## src/uv_sphere_vertex_and_triangles_top_macros.svh

```systemverilog
// Assertion macros shared by the sphere tessellation RTL.
`ifndef UV_SPHERE_VERTEX_AND_TRIANGLES_TOP_MACROS_SVH
`define UV_SPHERE_VERTEX_AND_TRIANGLES_TOP_MACROS_SVH

// Same-cycle implication, checked outside reset.
`define UVS_ASSERT_NOW(lbl, ante, cons, msg) \
  lbl: assert property (@(posedge clk) disable iff (rst) (ante) |-> (cons)) else $error(msg);

// Next-cycle implication, checked outside reset.
`define UVS_ASSERT_NEXT(lbl, ante, cons, msg) \
  lbl: assert property (@(posedge clk) disable iff (rst) (ante) |=> (cons)) else $error(msg);

`endif

```

## src/uvs_pkg.sv

```systemverilog
// Shared types and constants of the sphere tessellation block.
package uvs_pkg;

  localparam int DEF_MAX_SEGMENTS    = 64;
  localparam int DEF_COORD_FRAC_BITS = 14;

  localparam int IDX_W   = 13;
  localparam int COORD_W = 16;
  localparam int GRID_W  = 7;

  // Configuration register indexes.
  localparam logic [1:0] REG_HEIGHT = 2'd0;
  localparam logic [1:0] REG_WIDTH  = 2'd1;
  localparam logic [1:0] REG_BAND   = 2'd2;

  localparam logic [6:0] RST_HEIGHT = 7'd8;
  localparam logic [6:0] RST_WIDTH  = 7'd6;
  localparam logic [7:0] RST_BAND   = 8'd1;

  // Odd sine polynomial coefficients in Q30, power 1 first.
  localparam logic [30:0] SIN_C [6] = '{
    31'd1686629713, 31'd693598668, 31'd85569305,
    31'd5026995, 31'd172272, 31'd3864
  };

  typedef struct packed {
    logic [GRID_W-1:0] row;
    logic [GRID_W-1:0] col;
    logic              oor;
    logic              upper;
    logic              lower;
    logic [IDX_W-1:0]  idx;
    logic [IDX_W-1:0]  ridx;
    logic [IDX_W-1:0]  bidx;
    logic [IDX_W-1:0]  bridx;
  } item_t;

  typedef struct packed {
    logic [IDX_W-1:0]   idx;
    logic [COORD_W-1:0] x;
    logic [COORD_W-1:0] y;
    logic [COORD_W-1:0] z;
    logic               upper;
    logic               lower;
    logic [IDX_W-1:0]   ridx;
    logic [IDX_W-1:0]   bidx;
    logic [IDX_W-1:0]   bridx;
    logic               oor;
  } res_t;

endpackage

```

## src/uvs_front.sv

```systemverilog
// Front part: range check, quad flags and vertex indices of one grid point.
module uvs_front import uvs_pkg::*; #(
  parameter int MAX_SEGMENTS = DEF_MAX_SEGMENTS,
  localparam int HW = $clog2(MAX_SEGMENTS + 1)
) (
  input  logic [GRID_W-1:0] row,
  input  logic [GRID_W-1:0] col,
  input  logic [HW-1:0]     h,
  input  logic [HW-1:0]     w,
  output item_t             item
);

  logic        oor;
  logic        quad;
  logic [31:0] wp1;
  logic [31:0] base;
  logic [31:0] below;

  always_comb begin
    oor   = (32'(row) > 32'(h)) || (32'(col) > 32'(w));
    quad  = (32'(row) < 32'(h)) && (32'(col) < 32'(w));
    wp1   = 32'(w) + 32'd1;
    base  = 32'(row) * wp1 + 32'(col);
    below = base + wp1;
    item       = '0;
    item.row   = row;
    item.col   = col;
    item.oor   = oor;
    if (!oor) begin
      item.idx = IDX_W'(base);
      if (quad) begin
        item.upper = (row != '0);
        item.lower = (32'(row) != 32'(h) - 32'd1);
        item.ridx  = IDX_W'(base + 32'd1);
        item.bidx  = IDX_W'(below);
        item.bridx = IDX_W'(below + 32'd1);
      end
    end
  end

endmodule

```

## config.mk

```make
export PLATFORM = sky130hd
export DESIGN_NAME = uvs_front
export DESIGN_NICKNAME = d
export VERILOG_FILES = /design/src/uv_sphere_vertex_and_triangles_top_macros.svh /design/src/uvs_pkg.sv /design/src/uvs_front.sv
export SDC_FILE = /design/constraint.sdc
export NUM_CORES = 1
export LEC_CHECK = 0
export ABC_AREA = 1
export BUFFER_PORTS_ARGS = -buffer_cell sky130_fd_sc_hd__buf_2
export CORE_MARGIN = 3
export CORE_UTILIZATION = 40
export DETAILED_ROUTE_END_ITERATION = 12
export PLACE_DENSITY = 0.71
export RECOVER_POWER = 100
export SLEW_MARGIN = 20
export SYNTH_ARGS = -nofsm -noshare
export SYNTH_HDL_FRONTEND = slang
export SYNTH_SLANG_ARGS = --single-unit
```

## constraint.sdc

```tcl
create_clock -name vclk -period 12.3
set_input_delay 3.69 -clock vclk [all_inputs]
set_output_delay 3.69 -clock vclk [all_outputs]
set_load 0.03 [all_outputs]
```

# == Word level (Yosys, flattened, before mapping) ==
# Index checks and enable logic that the tools add are counted.
# classes
n_addsub,6
mul,1
n_div,0
magnitude_cmp,4
n_eq_ne,1
shift,0
muxes,3
bitwise_logic,0
n_reduce_logical,3
# op_table
operator,n
$mux 54,1
$mux 39,1
$ne 7x32->1,1
$add 13x1->13 const B,2
$gt 7x7->1,2
$lt 7x7->1,2
$add 13x7->13,1
$add 13x8->13,1
$mul 7x8->13,1
$add 7x1->8 const B,1
$sub 7x1->8 const B,1
$reduce_bool 7->1,1
$mux 2,1
$logic_and 1x1->1,1
$logic_or 1x1->1,1
# totals
ff_bits,0
latch_bits,0
ramBits,0
rom_bits,0
inputBits,28
output_inout_bits,69
elab_cells,18
n_memories,0

# == Logic depth before layout (Yosys ltp) ==
# Gate-level depths: netlist of the first run.
# logic_depth
word_depth,7
ltp_mapped,39
depth_no_buf,39

# == Worst setup path before layout of the first run ==
# No wires, ideal clock.
# synth_path
path_type,in2out
from,in w[0]
to,out item[12] in the netlist's numbering
t_arrival_ns,9.177
required_ns,8.610
path_slack_ns,-0.567
cell_stages,33
path_buffers,1
cell_sequence,inv_2 -> nor2_1 -> inv_1 -> o21ai_0 -> and2_1 -> clkbuf_1 -> nand2_1 -> fa_1 -> fa_1 -> inv_1 -> fa_1 -> inv_1 -> fa_1 -> inv_1 -> ha_1 -> xnor2_1 -> inv_1 -> ha_1 -> nand2_1 -> inv_1 -> a21oi_1 -> nand2_1 -> nand2_1 -> nand2_1 -> nand2_1 -> inv_2 -> nand2_1 -> nand2_1 -> nor2_2 -> nand3_2 -> nand2_1 -> nand2_1 -> nor2_1
# synth_lines
item,line,source
start: declaration,uvs_front.sv:9,"input logic [HW-1:0] w,"
end: declaration,uvs_front.sv:10,output item_t item

==> results of run 1 <==
[kinds of logic after synthesis]
family / after synthesis / synth area share
xor+xnor: 14 / 0.0376
simple gates: 345 / 0.381
fa+ha+maj: 91 / 0.338
buf+inv: 186 / 0.182
compound gates: 46 / 0.0613
[stage by stage]
| stage | setup WS (ps) | cells |
|---|---|---|
| final | -303 | 1000 |
| after detailed placement | -447 | 982 |
| after floorplan | -24.1 | 682 |
| after global placement | -340 | 982 |
| after global routing | -551 | 1000 |
| after CTS | -143 | 990 |
[placed cells by master, fill, tap and decap left out, types with 7 or more instances in the layout]
cell type,Yosys,routed
buf_4,16,109
o21ai_0,9,8
clkbuf_1,4,17
nor2_2,6,11
nand4_1,11,11
ha_1,55,46
inv_2,12,23
nand2_2,9,35
fa_1,36,35
inv_1,151,139
a21oi_1,27,22
ha_4,0,8
nand2_1,165,133
buf_6,0,15
nor2_1,89,75
nand2_4,2,7
nor2_4,4,13
nand3_1,28,23
buf_2,0,63
[layer usage]
| layer | up-vias | track usage |
|---|---|---|
| li1 | 2438 | - |
| met1 | 2127 | 0.288 |
| met2 | 140 | 0.358 |
| met3 | 20 | 0.0197 |
| met4 | 0 | 0.0207 |
| met5 | - | 0 |
[what timing repair did]
action | in CTS | in global routing
setup endpoints to repair | 19 | 22
setup buffers | 8 | 10
cloned | 0 | 0
resized for setup | 46 | 73
pin swaps | 20 | 30
[worst paths after layout]
kind	start	end	depth (start not counted)
worst min-delay path	col[0]	item[55]	2
worst max-delay path	w[1]	item[23]	38
[final cells by class]
cell class         instances  area share
inverters                163       0.102
well taps                133      0.0275
repair buffers           208       0.234
multi-input cells        496       0.636
[critical path: cells and delay by family]
family	cells	cell delay [ps]
buffers and inverters	14	1020
xor gates and xnor gates	2	410
and+or+nand+nor	15	1170
adders and majority gates	7	2630
==> results.md, run 1 <==
- Least-Margin Pin Slew: 677 ps
- Setup TNS: -1510 ps
- WL met2: 6.15 mm
- Syn nets: 801
- DRT Pass-1 Iters: 5
- DRC: 0
- Die height: 108 microns
- CP max FO: 4
- Post-layout util: 0.607
- Antenna Cells: 0
- Netlist cell types: 41
- Syn avg cell area: 6.10 sq um
- I/O pin cnt: 97
- CLK BUF: 0
- Fmax: 79.3 MHz
- M1 WL: 5.61 mm
- Global placement routability congestion: 0.961
- Antenna Violating Nets Remaining: 0
- Final #Nets: 988
- DIE WIDTH: 108 microns
- Core Rows: 36
- Register area: 0 sq um
- Highest routed metal layer: met4
- Area of the multi-input gates: 3840 sq um
- Detail Route met3 WL: 748 microns
- Worst endpoint required time: 8610 ps
- GRT Resource Usage Total: 0.206
- Initial Util: 0.418
- Final worst slack: -303 ps
- Post-DP Area: 5530 sq um
- DRT iter0 DRCs: 243
- Netlist Area Pre-Place: 4160 sq um
- Hold WS: 7700 ps
- Top cell type's share of synthesized area: 0.173
- Max capacitance violation total: 0
- Post-Route WL: 12.7 mm
- Slew Limit Fails: 0
- Initial antenna violation count: 0
- Kind of critical path: primary input to output port
- Rel. slew slack: 0.549
- Final Hold Viols: 0
- Seq Cell Count: 0
- Count leader, synth: nand2_1
- Area Overhead vs Synth: 45.1%
- Post-CTS Hold Buffers: 0
- Vias in the first global route: 4,398
- Synth Instances: 682
- Critical Path AT: 8910 ps
- Hold WC Path Type: primary input to output port
- Total number of vias: 4,725
- Yosys top cell by area: fa_1
- Fill cells: 891
- Largest net degree at the start of global routing: 28
- Leading post-synthesis cells by cell area: fa_1 (17%), ha_1 (17%), nand2_1 (15%)
- Die area: 11,700 sq um
- CP max stage cell: fa_1
- Synth warn: 0
- Outcome: finished with violations
- Share of cells above drive strength 1: 0.373
- Overflow after GRT: 0
- First-pass GRT wire length: 19.9 mm
- Final instance area: 6040 sq um
- Startpoint Class: primary input
- Detailed Place HPWL: 10.1 mm
- Crit end category: output port
- Failing checks: setup timing
- Core region area: 9950 sq um
- Vias per cell: 4.73
- Final setup viols: 7
- WL/cell: 12.7 microns
- Final period util: 1.02
- Quantity of I/O buffers inserted on ports: 97
- RSZ-0062 raised after global routing: true
- Sequential-to-total area share from yosys stat: 0
- Crit-path max cell delay: 510 ps
- Period minus WS final: 12,600 ps
- Commonest cells in the synthesized netlist: nand2_1 (165), inv_1 (151), nor2_1 (89)
Power of run 1 is not shown: default switching activity piles up to over one toggle a cycle in this logic, so the estimate is an artifact.
==> run 2, diff against run 1 <==
CORE_ASPECT_RATIO = 1.5   (was unset)
SLEW_MARGIN = unset   (was 20)
==> results.md, run 2 (synthesis gave the netlist of run 1 again) <==
- Slew Limit Fails: 0 (unchanged)
- Crit end category: output port
- Kind of critical path: primary input to output port
- Final #Nets: 986 (-0.20%)
- Non-Filler Instances: 982 (-1.8%)
- Fmax: 79.5 MHz (+0.19%)
- DIE WIDTH: 89.3 microns (-17%)
- Largest net degree at the start of global routing: 28 (unchanged)
- Placed cell count: 970 (-1.2%)
- DRC: 0 (unchanged)
- Rel. slew slack: 0.592 (+0.0437)
- Crit-path max cell delay: 530 ps (+20 ps)
- RSZ-0062 raised after global routing: true
- Antenna Cells: 0 (unchanged)
- CP max FO: 4 (unchanged)
- Seq Cell Count: 0 (unchanged)
- Final setup viols: 11 (+4)
- Overflow after GRT: 0 (unchanged)
- WL/cell: 13.3 microns (+5.0%)
- Register area: 0 sq um (unchanged)
- Final worst slack: -279 ps (+24.0 ps)
- Commonest non-fill, non-tap cells in the layout: inv_1 (140), nand2_1 (127), buf_4 (110), nor2_1 (69)
- CP dominant cell by count: nand2_2
- Commonest non-fill, non-tap cell in the layout: inv_1
- Worst setup path end: item[12]
- Least-Margin Pin Slew: 612 ps (-65.5 ps)
- DRT iter0 DRCs: 189 (-22%)
- Detailed Place HPWL: 11.0 mm (+8.7%)
- Die height: 131 microns (+21%)
- Outcome: finished with violations
- DRT Pass-1 Iters: 4 (-1)
- Initial antenna violation count: 0 (unchanged)
- First-pass GRT wire length: 20.7 mm (+4.1%)
- Antenna Violating Nets Remaining: 0 (unchanged)
- Startpoint Class: primary input
- Period minus WS final: 12,580 ps (-24.0 ps)
- Core Rows: 45 (+25%)
- Share of cells above drive strength 1: 0.354 (-0.0188)
- Area Overhead vs Synth: 44.5%
- Post-Route WL: 13.1 mm (+3.1%)
- Vias in the first global route: 4,746 (+7.9%)
- Vias per cell: 4.92 (+4.2%)
- Final period util: 1.02 (-0.00195)
- Post-CTS Hold Buffers: 0 (unchanged)
- Fill cells: 1,001 (+12%)
- I/O pin cnt: 97 (unchanged)
- Core region area: 10,100 sq um (+1.8%)
- Quantity of I/O buffers inserted on ports: 97 (unchanged)
- Max capacitance violation total: 0 (unchanged)
- Critical Path AT: 8890 ps (-20 ps)
- Global placement routability congestion: 0.871 (-9.4%)
- Setup TNS: -1710 ps (-202 ps)
- GRT Resource Usage Total: 0.220 (+0.0134)
- Worst endpoint required time: 8610 ps (about the same)
- CLK BUF: 0 (unchanged)
- Hold WC Path Type: primary input to output port
- CP max stage cell: fa_1
- Worst Setup SP: w[1]
- Die area: 11,700 sq um (+0.22%)
- Failing checks: setup timing
- Initial Util: 0.411 (-0.00743)
- Total number of vias: 4,833 (+2.3%)
- Final Hold Viols: 0 (unchanged)
run 2: cell types whose count changed in the layout (fill, tap and decap cells not counted), moves of 4 or more:
cell,delta
buf_2,-35
clkbuf_1,+28
clkbuf_2,+7
nand2_1,-6
nand2_2,+6
nor2_1,-6
nor2_2,+6
a21oi_1,-4
a21oi_2,+4
run 2: area by class of cell:
type                       instances  area, sq um  share of cell area
tap                              117          146              0.0243
timing repair buffer             206         1370               0.227
multi-input combinational        496         3890               0.646
inverter                         163          614               0.102
run 2: metrics by stage:
step                setup slack, ps  hold WS (ps)  area [sq um]   util
finish                         -279          7700          6020  0.594
global route                   -580          7720          6020  0.594
CTS                            -267          7670          5820  0.574
detailed placement             -592          7670          5540  0.547
global placement               -537          7670          5540  0.547
floorplan                     -24.1          7510          4340      -
run 2: per-layer routing:
metal	global-route usage	routed length, microns	vias up	share of wire
li1	-	-	2428	-
met1	0.233	4790	2233	0.37
met2	0.439	7290	140	0.56
met3	0.0157	527	32	0.040
met4	0.0736	479	0	0.037
met5	0	0	-	0
run 2: worst min path at each step:
stage,start,slack (ps),endpoint,cells after the start
2_1_floorplan,col[0],7510,item[55],1
3_3_place_gp,col[0],7670,item[55],2
3_5_place_dp,col[0],7670,item[55],2
4_1_cts,col[0],7670,item[55],2
5_1_grt,col[0],7720,item[55],2
6_report,col[0],7700,item[55],2
run 2: timing repair:
action | 4_1_cts | 5_1_grt
pin swaps | 25 | 41
gates resized for setup | 69 | 62
buffers inserted | 8 | 5
setup endpoints to repair | 21 | 25
run 2: worst max-delay path, delay by kind of cell:
family,cells,cell delay [ps]
fa+ha+maj,7,2610
simple gates,21,1670
buf+inv,11,700
xor+xnor,1,230
Power of run 2 is left out for the same reason.
