[config.mk]
export PLATFORM = sky130hd
export DESIGN_NAME = uvs_fifo
export DESIGN_NICKNAME = d
export VERILOG_FILES = /design/src/uv_sphere_vertex_and_triangles_top_macros.svh /design/src/uvs_pkg.sv /design/src/uvs_fifo.sv
export SDC_FILE = /design/constraint.sdc
export NUM_CORES = 1
export LEC_CHECK = 0
export ABC_CLOCK_PERIOD_IN_PS = 7000
export BUFFER_PORTS_ARGS = -buffer_cell sky130_fd_sc_hd__buf_2
export CAP_MARGIN = 15
export CORE_UTILIZATION = 61
export DETAILED_ROUTE_END_ITERATION = 10
export PLACE_DENSITY = 0.84
export SETUP_SLACK_MARGIN = 0.1
export SLEW_MARGIN = 20
export SYNTH_ARGS = -nofsm -noshare
export SYNTH_HDL_FRONTEND = slang
export SYNTH_SLANG_ARGS = --single-unit
[constraint.sdc]
create_clock -name clk -period 7 [get_ports clk]
set_input_delay 1.4 -clock clk [delete_from_list [all_inputs] [get_ports clk]]
set_output_delay 1.4 -clock clk [all_outputs]
set_load 0.02 [all_outputs]
[src/uv_sphere_vertex_and_triangles_top_macros.svh]
// Assertion macros shared by the sphere tessellation RTL.
`ifndef UV_SPHERE_VERTEX_AND_TRIANGLES_TOP_MACROS_SVH
`define UV_SPHERE_VERTEX_AND_TRIANGLES_TOP_MACROS_SVH

// Same-cycle implication, checked outside reset.
`define UVS_ASSERT_NOW(lbl, ante, cons, msg) \
  lbl: assert property (@(posedge clk) disable iff (rst) (ante) |-> (cons)) else $error(msg);

// Next-cycle implication, checked outside reset.
`define UVS_ASSERT_NEXT(lbl, ante, cons, msg) \
  lbl: assert property (@(posedge clk) disable iff (rst) (ante) |=> (cons)) else $error(msg);

`endif

[src/uvs_pkg.sv]
// Shared types and constants of the sphere tessellation block.
package uvs_pkg;

  localparam int DEF_MAX_SEGMENTS    = 64;
  localparam int DEF_COORD_FRAC_BITS = 14;

  localparam int IDX_W   = 13;
  localparam int COORD_W = 16;
  localparam int GRID_W  = 7;

  // Configuration register indexes.
  localparam logic [1:0] REG_HEIGHT = 2'd0;
  localparam logic [1:0] REG_WIDTH  = 2'd1;
  localparam logic [1:0] REG_BAND   = 2'd2;

  localparam logic [6:0] RST_HEIGHT = 7'd8;
  localparam logic [6:0] RST_WIDTH  = 7'd6;
  localparam logic [7:0] RST_BAND   = 8'd1;

  // Odd sine polynomial coefficients in Q30, power 1 first.
  localparam logic [30:0] SIN_C [6] = '{
    31'd1686629713, 31'd693598668, 31'd85569305,
    31'd5026995, 31'd172272, 31'd3864
  };

  typedef struct packed {
    logic [GRID_W-1:0] row;
    logic [GRID_W-1:0] col;
    logic              oor;
    logic              upper;
    logic              lower;
    logic [IDX_W-1:0]  idx;
    logic [IDX_W-1:0]  ridx;
    logic [IDX_W-1:0]  bidx;
    logic [IDX_W-1:0]  bridx;
  } item_t;

  typedef struct packed {
    logic [IDX_W-1:0]   idx;
    logic [COORD_W-1:0] x;
    logic [COORD_W-1:0] y;
    logic [COORD_W-1:0] z;
    logic               upper;
    logic               lower;
    logic [IDX_W-1:0]   ridx;
    logic [IDX_W-1:0]   bidx;
    logic [IDX_W-1:0]   bridx;
    logic               oor;
  } res_t;

endpackage

[src/uvs_fifo.sv]
// Short register queue between the front and back parts.
module uvs_fifo import uvs_pkg::*; #(
  parameter int DEPTH = 4,
  localparam int AW = $clog2(DEPTH)
) (
  input  logic  clk,
  input  logic  rst,
  input  logic  push,
  input  item_t wdata,
  input  logic  pop,
  output item_t rdata,
  output logic  full,
  output logic  empty
);

  item_t         mem [DEPTH];
  logic [AW-1:0] wr_ptr;
  logic [AW-1:0] rd_ptr;
  logic [AW:0]   count;

  assign full  = (count == (AW+1)'(DEPTH));
  assign empty = (count == '0);
  assign rdata = mem[rd_ptr];

  always_ff @(posedge clk) begin
    if (rst) begin
      wr_ptr <= '0;
      rd_ptr <= '0;
      count  <= '0;
    end else begin
      if (push) begin
        wr_ptr <= (wr_ptr == AW'(DEPTH - 1)) ? '0 : wr_ptr + 1'b1;
      end
      if (pop) begin
        rd_ptr <= (rd_ptr == AW'(DEPTH - 1)) ? '0 : rd_ptr + 1'b1;
      end
      count <= count + (AW+1)'(push) - (AW+1)'(pop);
    end
  end

  always_ff @(posedge clk) begin
    if (push) begin
      mem[wr_ptr] <= wdata;
    end
  end

endmodule

# Yosys cells after proc, flatten, opt, wreduce, memory -nomap -nowiden
# Memory sizes are Yosys's and may differ from the RTL's. A register that Yosys moved wholly into a read port is not among the register bits.
# Index checks and enable logic that the tools add are counted.
[word_totals] regBits=7 mem_count=1 ram_bits=276 out_inout_bits=71 elab_cells=18
[memory_table] name="mem" depth=4 width=69 rd=1 rd_ports_with_merged_regs=1 write_ports=1 line="uvs_fifo.sv:16" rtl="item_t mem [DEPTH];"
[classes] muxes=6 reduce_logical=1 eq_ne=3 addsub=4
[op_table] operator="$mux W2" count=4
[op_table] operator="$add A2 B1 Y2 const B" count=2
[op_table] operator="$eq A2 B2 Y1 const B" count=2
[op_table] operator="$add A3 B1 Y3" count=1
[op_table] operator="$eq A3 B3 Y1 const B" count=1
[op_table] operator="$logic_not A3 Y1" count=1
[op_table] operator="$sub A3 B1 Y3" count=1
[op_table] operator="$mux W1" count=2

# Logic depth before layout (Yosys ltp)
# Gate-level depths: netlist (run 1).
[logic_depth] depth_word=4 ltp_mapped=7 depth_no_buf=7

# Worst setup path after synthesis (run 1)
# OpenSTA, ideal clock, no wires.
[synth_timing] path_type="input port to flip-flop" start="input port push" end="memory mem[0][0] in the netlist's numbering, enable pin" required_time_ns=6.566 t_arrival_ns=3.018 cell_stages=1 setup_time_ns=0.434 slack_ns=3.548 path_cell_list="and2_1"
[synth_between] elab_chain_len=2
[synth_lines] element="start, declared" line="uvs_fifo.sv:8" rtl="input logic push,"
[synth_lines] element="$mux W1" line="uvs_fifo.sv:42" rtl="if (push) begin"
[synth_lines] element="$mux W1 (implied by the code)" line="uvs_fifo.sv:43" rtl="mem[wr_ptr] <= wdata;"
[synth_lines] element="end, declared" line="uvs_fifo.sv:16"
# Every way passes these cells.

==> run_results.csv, run 1 <==
group,metric,value,unit
layout,final_common_cell,"edfxtp_1",
clock_network,htree_num_levels,1,
synth,netlist_area,0.0104,sq mm
floorplan,pin_count,144,
sta,relSlewSlack,0.270,
floorplan,core,0.0166,sq mm
setup_path,slowest_stage,"dfxtp_4",
setup_path,r2r_start,"wr_ptr[0]$_SDFFE_PP0P_",
placement,dp_hpwl,9.84,mm
layout,drive_gt1_frac,0.457,
placement,placed_cells,752,
grt,grt_pass1_vias,5189,
floorplan,dieArea,0.0176,sq mm
run_status,status,"finished, final reports clean",
sta,rsz0062_at_grt,"no",
drt,postRouteAntennaNets,0,
synth,synth-seq-cells,285,
hold_path,worstHoldPathType,"reg -> reg",
sta,final.setup.tns,0,ns
clock_network,cts_buffers,28,
layout,fill_cells,922,
clock_network,ctsRootBufferMaster,"clkbuf_16",
sta,maxSlewViolCount,0,
floorplan,die_h,133,um
setup_path,rrSetupSlack,5.07,ns
synth,syn_inst,404,
placement,pre_cts_ws,3.16,ns
hold_path,worstHoldPathCells,2,
synth,syn_nets,485,
power_and_ir_drop,power_density,318,mW/mm^2
clock_network,path_clk_slew,0.06,ns
clock_network,cts_resized,0,
synth,synth_warnings,0,
drt,routedWlPerCell,22.9,um
drt,dr.pass1.iters,4,
grt,antenna_found_initial,2,
clock_network,cts_tree,"built",
hold_path,worstHoldStart,"rd_ptr[0]$_SDFFE_PP0P_",
placement,place_congestion,0.648,
power_and_ir_drop,peakVddDrop,0.295,mV
setup_path,cp_data_required_time,5.60,ns
drt,drtIter0Drc,321,
sta,min_period,4.26,ns
layout,area_growth,18.1,%
setup_path,cp-start-kind,"flip-flop",
setup_path,r2r_end,"mem[0][11]$_DFFE_PP_",
clock_network,cts_setup_buffers,0,
drt,drc,0,
floorplan,core.rowCount,47,
floorplan,die_x,133,um
setup_path,critPathMaxFanout,37,
placement,io_buffers,143,
setup_path,crit_family,"buffers and inverters",
sta,fmax,0.235,GHz
clock_network,clockBufferDepth,3,
drt,routed_via_density,5.95,
clock_network,cts_hold_buffers,0,
sta,holdWs,0.509,ns
setup_path,worstSetupEndpointType,"output pin",
sta,worst_slew_pin_slew,1.10,ns
setup_path,path_cells,"buf_4, mux4_2, buf_2",
grt,gr-usage-all-layers,0.218,
layout,multi_input_area,0.00182,sq mm
setup_path,critPathBufInv,2,
setup_path,setup.worst_path.class,"reg -> out",
grt,grt_pass1_wl,28.5,mm
setup_path,critical_path_arrival,2.86,ns
synth,avgSynthCellArea,25.8,sq um
layout,layout_common_cells,"edfxtp_1 (276), buf_2 (143), mux4_2 (69)",
layout,final_cells,804,
setup_path,ff2ff_path_depth,3,
drt,route.final.wire_length,18.4,mm
setup_path,worst_path_largest_cell_delay,0.77,ns
layout,nets,643,
layout,seq_area,0.00848,sq mm
sta,timing.final.hold_violations,0,
floorplan,start_util,0.626,
power_and_ir_drop,leakage,0.00419,uW
grt,grt_max_degree,70,
synth,seq_area_frac_synth,0.813,
job,cap_violations,0,
clock_network,numClockSinks,285,
grt,grt_overflow,0,
sta,fin_crit_sh,0.609,
layout,diodes,0,
sta,setup_viol,0,
drt,num_vias,4781,
sta,fin_ws,2.74,ns
sta,skew,0.00956,ns
clock_network,insertion_delay,0.53,ns
synth,ys_types,21,
[cell type report]
class                   count  area share
multi-input cells          97       0.148
flip-flops and latches    285       0.689
clock inverters            20      0.0209
repair buffers            144      0.0588
inverters                   6     0.00183
clock buffers              32      0.0599
well taps                 220      0.0224
[power by group]
part	total, uW	internal, uW	switching [uW]
clock	1590	977	608
combinational	338	145	193
sequential	1990	1950	39.9
[synth_stat cells]
cell,number,share of area
a21oi_1,2,0.00096
and2_1,4,0.0024
and3_1,1,0.00060
buf_12,2,0.0038
buf_2,2,0.00096
buf_4,6,0.0043
buf_6,1,0.0011
clkbuf_1,5,0.0018
dfxtp_1,9,0.017
edfxtp_1,276,0.80
fa_1,1,0.0019
ha_1,7,0.0084
inv_1,6,0.0022
mux2i_1,2,0.0019
mux4_2,69,0.15
nand2b_1,2,0.0012
nor2_1,3,0.0011
nor2b_1,2,0.0012
nor3_1,1,0.00048
or3b_2,2,0.0017
xor3_1,1,0.0023
[worst max path at each step]
stage | from | to | slack (ns) | cells after the start
2_1_floorplan | push | mem[0][0]$_DFFE_PP_ | 3.55 | 1
3_3_place_gp | flip-flop | rdata[36] | 3.18 | 3
3_5_place_dp | flip-flop | rdata[36] | 3.16 | 3
4_1_cts | flip-flop | rdata[28] | 2.61 | 3
5_1_grt | flip-flop | rdata[28] | 2.48 | 3
6_report | flip-flop | rdata[28] | 2.74 | 3
[worst register-to-register path, delay by kind of cell (launching register included)]
family                     cells  cell delay, ns
buffers and inverters          1            0.11
DFF                            1            0.35
adders and majority gates      1            0.15
and+or+nand+nor                1            0.83
[flip-flops by register name, summed over array words and instances (netlist names), named ones only]
signal,cells
count,3
mem,276
rd_ptr,2
wr_ptr,2
[metal layers]
| layer | vias to the layer above | wire length [um] | global-route usage |
|---|---|---|---|
| met5 | - | 14 | 0 |
| met1 | 2527 | 7570 | 0.289 |
| li1 | 2036 | - | - |
| met4 | 2 | 440 | 0.0568 |
| met2 | 180 | 9230 | 0.369 |
| met3 | 36 | 1160 | 0.0521 |
[per-stage QoR]
step / util / total power, uW / area (sq um)
after floorplan: - / 2240 / 10400
after global placement: 0.680 / 2350 / 11300
after detailed placement: 0.680 / 2360 / 11300
after CTS: 0.739 / 3930 / 12300
after global routing: 0.739 / 4020 / 12300
final: 0.739 / 3910 / 12300
[cell families after synthesis]
logic type,Yosys count,synth area share
DFF,285,0.813
muxes,71,0.151
buffers and inverters,22,0.0142
and+or+nand+nor,15,0.00864
adders and majority gates,8,0.0103
AOI/OAI and AO/OA,2,0.000961
xor gates and xnor gates,1,0.00228
Note: power is estimated with default switching activity, not from simulation.
==> run 2: changes to the inputs <==
--- a/config.mk
+++ b/config.mk
@@ -5,12 +5,13 @@
 export SDC_FILE = /design/constraint.sdc
 export NUM_CORES = 1
 export LEC_CHECK = 0
-export ABC_CLOCK_PERIOD_IN_PS = 7000
+export ABC_AREA = 1
+export ABC_CLOCK_PERIOD_IN_PS = 3700
 export BUFFER_PORTS_ARGS = -buffer_cell sky130_fd_sc_hd__buf_2
 export CAP_MARGIN = 15
-export CORE_UTILIZATION = 61
+export CORE_UTILIZATION = 52
 export DETAILED_ROUTE_END_ITERATION = 10
-export PLACE_DENSITY = 0.84
+export PLACE_DENSITY = 0.75
 export SETUP_SLACK_MARGIN = 0.1
 export SLEW_MARGIN = 20
 export SYNTH_ARGS = -nofsm -noshare
==> constraint.sdc (replaced) <==
create_clock -name clk -period 3.7 [get_ports clk]
set_input_delay 0.74 -clock clk [delete_from_list [all_inputs] [get_ports clk]]
set_output_delay 0.74 -clock clk [all_outputs]
set_load 0.02 [all_outputs]
==> run_results.csv, run 2 <==
group,metric,value,unit
drt,drc,0,
sta,fin_crit_sh,0.805,
drt,dr.pass1.iters,6,
floorplan,core.rowCount,54,
clock_network,cts_buffers,27,
synth,synth_warnings,0,
layout,nets,1084,
sta,fin_ws,0.722,ns
synth,yosys.area.top_type,"edfxtp_1",
floorplan,pin_count,144,
layout,layout_common_cells,"edfxtp_1 (276), inv_1 (149), nand2_1 (147)",
clock_network,cts_setup_buffers,0,
clock_network,path_clk_slew,0.06,ns
floorplan,die_x,153,um
power_and_ir_drop,power_density,543,mW/mm^2
drt,routed_via_density,5.14,
placement,place_congestion,0.733,
grt,grt_max_degree,79,
synth,avgSynthCellArea,13.7,sq um
job,cap_violations,0,
placement,pre_cts_ws,1.28,ns
power_and_ir_drop,p_int,5610,uW
layout,fill_cells,1610,
hold_path,worstHoldStart,"wdata[44]",
power_and_ir_drop,pwr-share-clk,0.368,
placement,dp_hpwl,13.6,mm
sta,setup_viol,0,
power_and_ir_drop,peakVddDrop,0.356,mV
drt,wl_met3,1.04,mm
sta,worst_slew_pin_slew,0.750,ns
clock_network,insertion_delay,0.52,ns
clock_network,htree_num_levels,1,
synth,netlist_area,0.0118,sq mm
power_and_ir_drop,leakage,0.00528,uW
synth,synthArstFlopShare,0,
layout,top_regs,"mem (276), count (3)",
synth,synth_top_area_frac,0.699,
sta,final.setup.tns,0,ns
layout,final_common_cell,"edfxtp_1",
drt,top_layer_used,"met4",
drt,route.met2.wl,10.6,mm
run_status,status,"finished, final reports clean",
sta,skew,0.0116,ns
grt,grt_pass1_vias,6713,
clock_network,clockBufferDepth,3,
synth,synth-seq-cells,285,
clock_network,cts_hold_buffers,0,
sta,rsz0062_at_grt,"no",
layout,largest_reg_flops,276,
synth,yosys-top-cells-area,"edfxtp_1 (70%), o211ai_2 (6.4%), inv_1 (4.8%)",
grt,antenna_found_initial,2,
synth,ys_types,21,
setup_path,cp_data_required_time,2.96,ns
sta,timing.final.hold_violations,0,
clock_network,cts_resized,0,
sta,maxSlewViolCount,0,
setup_path,rrSetupSlack,1.62,ns
drt,routedWlPerCell,16.8,um
clock_network,ctsRootBufferMaster,"clkbuf_16",
setup_path,r2r_end,"mem[0][26]$_DFFE_PP_",
floorplan,die_h,153,um
setup_path,crit_end,"rdata[2]",
drt,met1_length,9.71,mm
power_and_ir_drop,switching_power,1780,uW
clock_network,numClockSinks,285,
sta,relSlewSlack,0.500,
power_and_ir_drop,seqPwrFrac,0.510,
drt,drtIter0Drc,345,
grt,gr-usage-all-layers,0.190,
setup_path,critPathMaxFanout,41,
clock_network,cts_tree,"built",
layout,drive_gt1_frac,0.305,
sta,fmax,0.336,GHz
setup_path,cp-start-kind,"flip-flop",
synth,synth_edf_count,276,
sta,min_period,2.98,ns
power_and_ir_drop,combPwrFrac,0.122,
drt,num_vias,6701,
setup_path,setup.worst_path.class,"reg -> out",
grt,grt_overflow,0,
synth,post-synth-top-count-cell,"edfxtp_1",
synth,syn_nets,945,
power_and_ir_drop,switching_share,0.241,
floorplan,start_util,0.536,
placement,io_buffers,143,
grt,grt_pass1_wl,34.8,mm
drt,route.final.wire_length,21.9,mm
layout,area_growth,15.0,%
floorplan,core,0.0221,sq mm
setup_path,critical_path_arrival,2.24,ns
layout,top_register,"mem",
drt,postRouteAntennaNets,0,
setup_path,worstSetupEndpointType,"output pin",
setup_path,r2r_start,"wr_ptr[0]$_SDFFE_PP0P_",
synth,yosys_most_used_dff,"edfxtp_1",
floorplan,dieArea,0.0234,sq mm
synth,ys_top_cells_by_count,"edfxtp_1 (276), inv_1 (153), nand2_1 (147)",
synth,seq_area_frac_synth,0.715,
synth,syn_inst,864,
setup_path,ff2ff_path_depth,5,
hold_path,worstHoldPathType,"in -> reg",
## run 2: area by class of cell
type                    instances  area [sq um]  share of cell area
diodes                          1          2.50            0.000184
multi-input cells             379          2440               0.179
repair buffers                157           908              0.0667
well taps                     280           350              0.0257
flip-flops and latches        285          8480               0.622
clock inverters                14           166              0.0122
clock buffers                  35           706              0.0518
inverters                     153           579              0.0425
## run 2: power groups by stage
| stage | Clock (uW) | Combinational [uW] | Sequential, uW |
|---|---|---|---|
| 4_1_cts | 2780 | 909 | 3780 |
| 6_report | 2720 | 899 | 3770 |
| 2_1_floorplan | 0 | 630 | 3820 |
| 5_1_grt | 2890 | 984 | 3790 |
| 3_3_place_gp | 0 | 888 | 3840 |
| 3_5_place_dp | 0 | 904 | 3840 |
## run 2: through the flow
| stage | power (uW) | cells | utilization | cell area (sq um) | hold slack, ns |
|---|---|---|---|---|---|
| 6_report | 7400 | 1304 | 0.617 | 13600 | 0.423 |
| 5_1_grt | 7660 | 1303 | 0.617 | 13600 | 0.409 |
| 4_1_cts | 7460 | 1303 | 0.617 | 13600 | 0.406 |
| 3_5_place_dp | 4750 | 1254 | 0.577 | 12800 | 0.488 |
| 3_3_place_gp | 4720 | 1254 | 0.577 | 12800 | 0.479 |
| 2_1_floorplan | 4450 | 864 | - | 11800 | 0.468 |
## run 2: kinds of logic (layout without fill, tap and decap cells)
family	after synthesis	after routing	synth area share
AO/OA/AOI/OAI	211	211	0.145
buffers and inverters	200	359	0.0795
AND/OR/NAND/NOR	159	159	0.0507
XOR/XNOR	1	1	0.000739
other	0	1	0
flip-flops	285	285	0.715
adder cells (fa/ha/maj)	8	8	0.00908
## run 2: worst min path at each step
stage	end	slack, ns	depth (start not counted)
global placement	flip-flop	0.48	2
detailed placement	flip-flop	0.49	2
floorplan	flip-flop	0.47	2
CTS	mem[1][44]$_DFFE_PP_	0.41	1
global route	mem[3][44]$_DFFE_PP_	0.41	1
finish	mem[1][44]$_DFFE_PP_	0.42	1
## run 2: metal layers
| metal | vias to the layer above | GRT usage |
|---|---|---|
| met5 | - | 0 |
| met4 | 0 | 0.0688 |
| met3 | 44 | 0.0306 |
| met2 | 160 | 0.322 |
| met1 | 3222 | 0.248 |
| li1 | 3275 | - |
## run 2: critical path: stages (launching register included)
cell and delay, ns:
dfxtp_4 0.65, buf_4 0.52, nand2_1 0.13, o211ai_1 0.12, nand2_1 0.10, buf_2 0.17
==> run 3: changes to the inputs <==
--- a/config.mk
+++ b/config.mk
@@ -5,11 +5,11 @@
 export SDC_FILE = /design/constraint.sdc
 export NUM_CORES = 1
 export LEC_CHECK = 0
-export ABC_AREA = 1
-export ABC_CLOCK_PERIOD_IN_PS = 3700
+export ABC_AREA = 0
+export ABC_CLOCK_PERIOD_IN_PS = 2450
 export BUFFER_PORTS_ARGS = -buffer_cell sky130_fd_sc_hd__buf_2
 export CAP_MARGIN = 15
-export CORE_UTILIZATION = 52
+export CORE_UTILIZATION = 51
 export DETAILED_ROUTE_END_ITERATION = 10
 export PLACE_DENSITY = 0.75
 export SETUP_SLACK_MARGIN = 0.1
==> constraint.sdc (replaced) <==
create_clock -name clk -period 2.45 [get_ports clk]
set_input_delay 0.49 -clock clk [delete_from_list [all_inputs] [get_ports clk]]
set_output_delay 0.49 -clock clk [all_outputs]
set_load 0.02 [all_outputs]
==> run_results.csv, run 3 (synthesized netlist as in run 1, its figures left out) <==
group,metric,value,unit
run_status,status,"finished, final reports clean",
grt,grt_pass1_wl,29.4,mm
power_and_ir_drop,peakVddDrop,0.601,mV
setup_path,critPathMaxFanout,6,
clock_network,numClockSinks,285,
grt,grt_overflow,0,
sta,holdWs,0.171,ns
layout,top_register,"mem",
clock_network,cts_buffers,29,
floorplan,start_util,0.529,
sta,worst_slew_pin_slew,0.369,ns
drt,routedWlPerCell,22.3,um
floorplan,die_x,145,um
layout,final_common_cell,"edfxtp_1",
sta,min_period,2.40,ns
grt,grt_use_met2,0.305,
sta,fmax,0.417,GHz
setup_path,worst_path_largest_cell_delay,0.53,ns
setup_path,r2r_end,"count[2]$_SDFF_PP0_",
sta,skew,0.0152,ns
floorplan,core.rowCount,51,
floorplan,die_h,145,um
setup_path,crit_end,"rdata[2]",
sta,relSlewSlack,0.754,
setup_path,r2r_start,"count[0]$_SDFF_PP0_",
layout,drive_gt1_frac,0.470,
sta,maxSlewViolCount,0,
floorplan,core,0.0197,sq mm
drt,postRouteAntennaNets,0,
setup_path,slowest_stage,"mux4_2",
power_and_ir_drop,power_density,848,mW/mm^2
grt,grt_max_degree,43,
layout,fill_cells,1235,
setup_path,ff2ff_path_depth,7,
setup_path,rrSetupSlack,0.64,ns
placement,io_buffers,143,
layout,top_regs,"mem (276), count (3)",
sta,setup_viol,0,
setup_path,critical_path_arrival,1.91,ns
layout,nets,667,
grt,busiest_layer,"met2",
drt,dr.pass1.iters,5,
drt,num_vias,4786,
clock_network,clockBufferDepth,3,
placement,place_congestion,0.716,
job,cap_violations,0,
grt,use_met3,0.0443,
power_and_ir_drop,leakage,0.00451,uW
clock_network,ctsRootBufferMaster,"clkbuf_16",
sta,fin_crit_sh,0.979,
hold_path,worstHoldPathType,"in -> reg",
sta,rsz0062_at_grt,"yes",
clock_network,path_clk_slew,0.06,ns
layout,layout_common_cells,"edfxtp_1 (276), buf_2 (75), buf_6 (70)",
setup_path,setup.worst_path.class,"reg -> out",
layout,multi_input_area,0.00182,sq mm
drt,drtIter0Drc,363,
drt,drc,0,
grt,antenna_found_initial,3,
floorplan,dieArea,0.0210,sq mm
grt,grt_pass1_vias,5314,
setup_path,path_cells,"buf_12, clkbuf_16, mux4_2, buf_6",
floorplan,pin_count,144,
placement,dp_hpwl,10.9,mm
drt,routed_via_density,5.48,
grt,gr-usage-all-layers,0.182,
power_and_ir_drop,total_power,11200,uW
layout,area_growth,26.4,%
grt,use_met1,0.246,
clock_network,cts_tree,"built",
sta,final.setup.tns,0,ns
layout,seq_area,0.00848,sq mm
clock_network,htree_num_levels,1,
drt,route.final.wire_length,19.5,mm
layout,largest_reg_flops,276,
sta,timing.final.hold_violations,0,
setup_path,cp_data_required_time,1.96,ns
setup_path,cp-start-kind,"flip-flop",
clock_network,insertion_delay,0.53,ns
setup_path,worstSetupEndpointType,"output pin",
run 3: changes by cell type in the layout (fill, tap and decap cells not counted), sizes merged, moves of 12 or more:
cell / change
inv: -141
mux4: +69
o211ai: -69
clkbuf: +12
nand2: -147
a21oi: -70
o21ai: -70
run 3: final cells by class:
type,instances,share of cell area
Sequential cell,285,0.644
Multi-Input combinational cell,97,0.138
Timing Repair Buffer,167,0.121
Clock buffer,41,0.0616
Tap cell,265,0.0252
Clock inverter,11,0.00874
Inverter,6,0.00171
Antenna cell,2,0.000380
run 3: worst min path at each step:
stage,endpoint,slack [ns],depth (start not counted),from
global route,mem[3][9]$_DFFE_PP_,0.15,1,wdata[9]
finish,mem[1][61]$_DFFE_PP_,0.17,1,wdata[61]
floorplan,flip-flop,0.47,2,rd_ptr[0]$_SDFFE_PP0P_
global placement,flip-flop,0.49,2,rd_ptr[0]$_SDFFE_PP0P_
detailed placement,wr_ptr[0]$_SDFFE_PP0P_,0.52,2,wr_ptr[0]$_SDFFE_PP0P_
CTS,mem[0][61]$_DFFE_PP_,0.15,1,wdata[61]
run 3: through the flow:
step	cell area (sq um)	setup WS, ns	std cells	util
after floorplan	10400	0.610	404	-
after global placement	11600	0.419	809	0.586
after detailed placement	11600	0.378	809	0.586
after CTS	12800	-0.0185	863	0.652
after global routing	13200	-0.00241	872	0.668
final	13200	0.0526	874	0.668
run 3: critical path: cells and delay by family (launching register included):
family	cells	cell delay [ns]
DFF	1	0.37
buffers and inverters	3	0.48
muxes	1	0.53
run 3: timing repair:
item | in CTS | in global routing
pin swaps | 0 | 0
resized for setup | 104 | 35
buffers inserted | 1 | 2
hold buffers | 0 | 0
endpoints found under the setup margin | 64 | 69
gates cloned | 1 | 7
run 3: layer usage:
metal	routed length (um)	up-vias
li1	-	2093
met1	8060	2500
met2	9890	169
met3	1380	24
met4	181	0
met5	0	-
run 3: power breakdown:
| group | switching (uW) | total [uW] | internal [uW] |
|---|---|---|---|
| Clock | 1690 | 4200 | 2510 |
| Sequential | 63.1 | 5630 | 5560 |
| Combinational | 666 | 1340 | 676 |
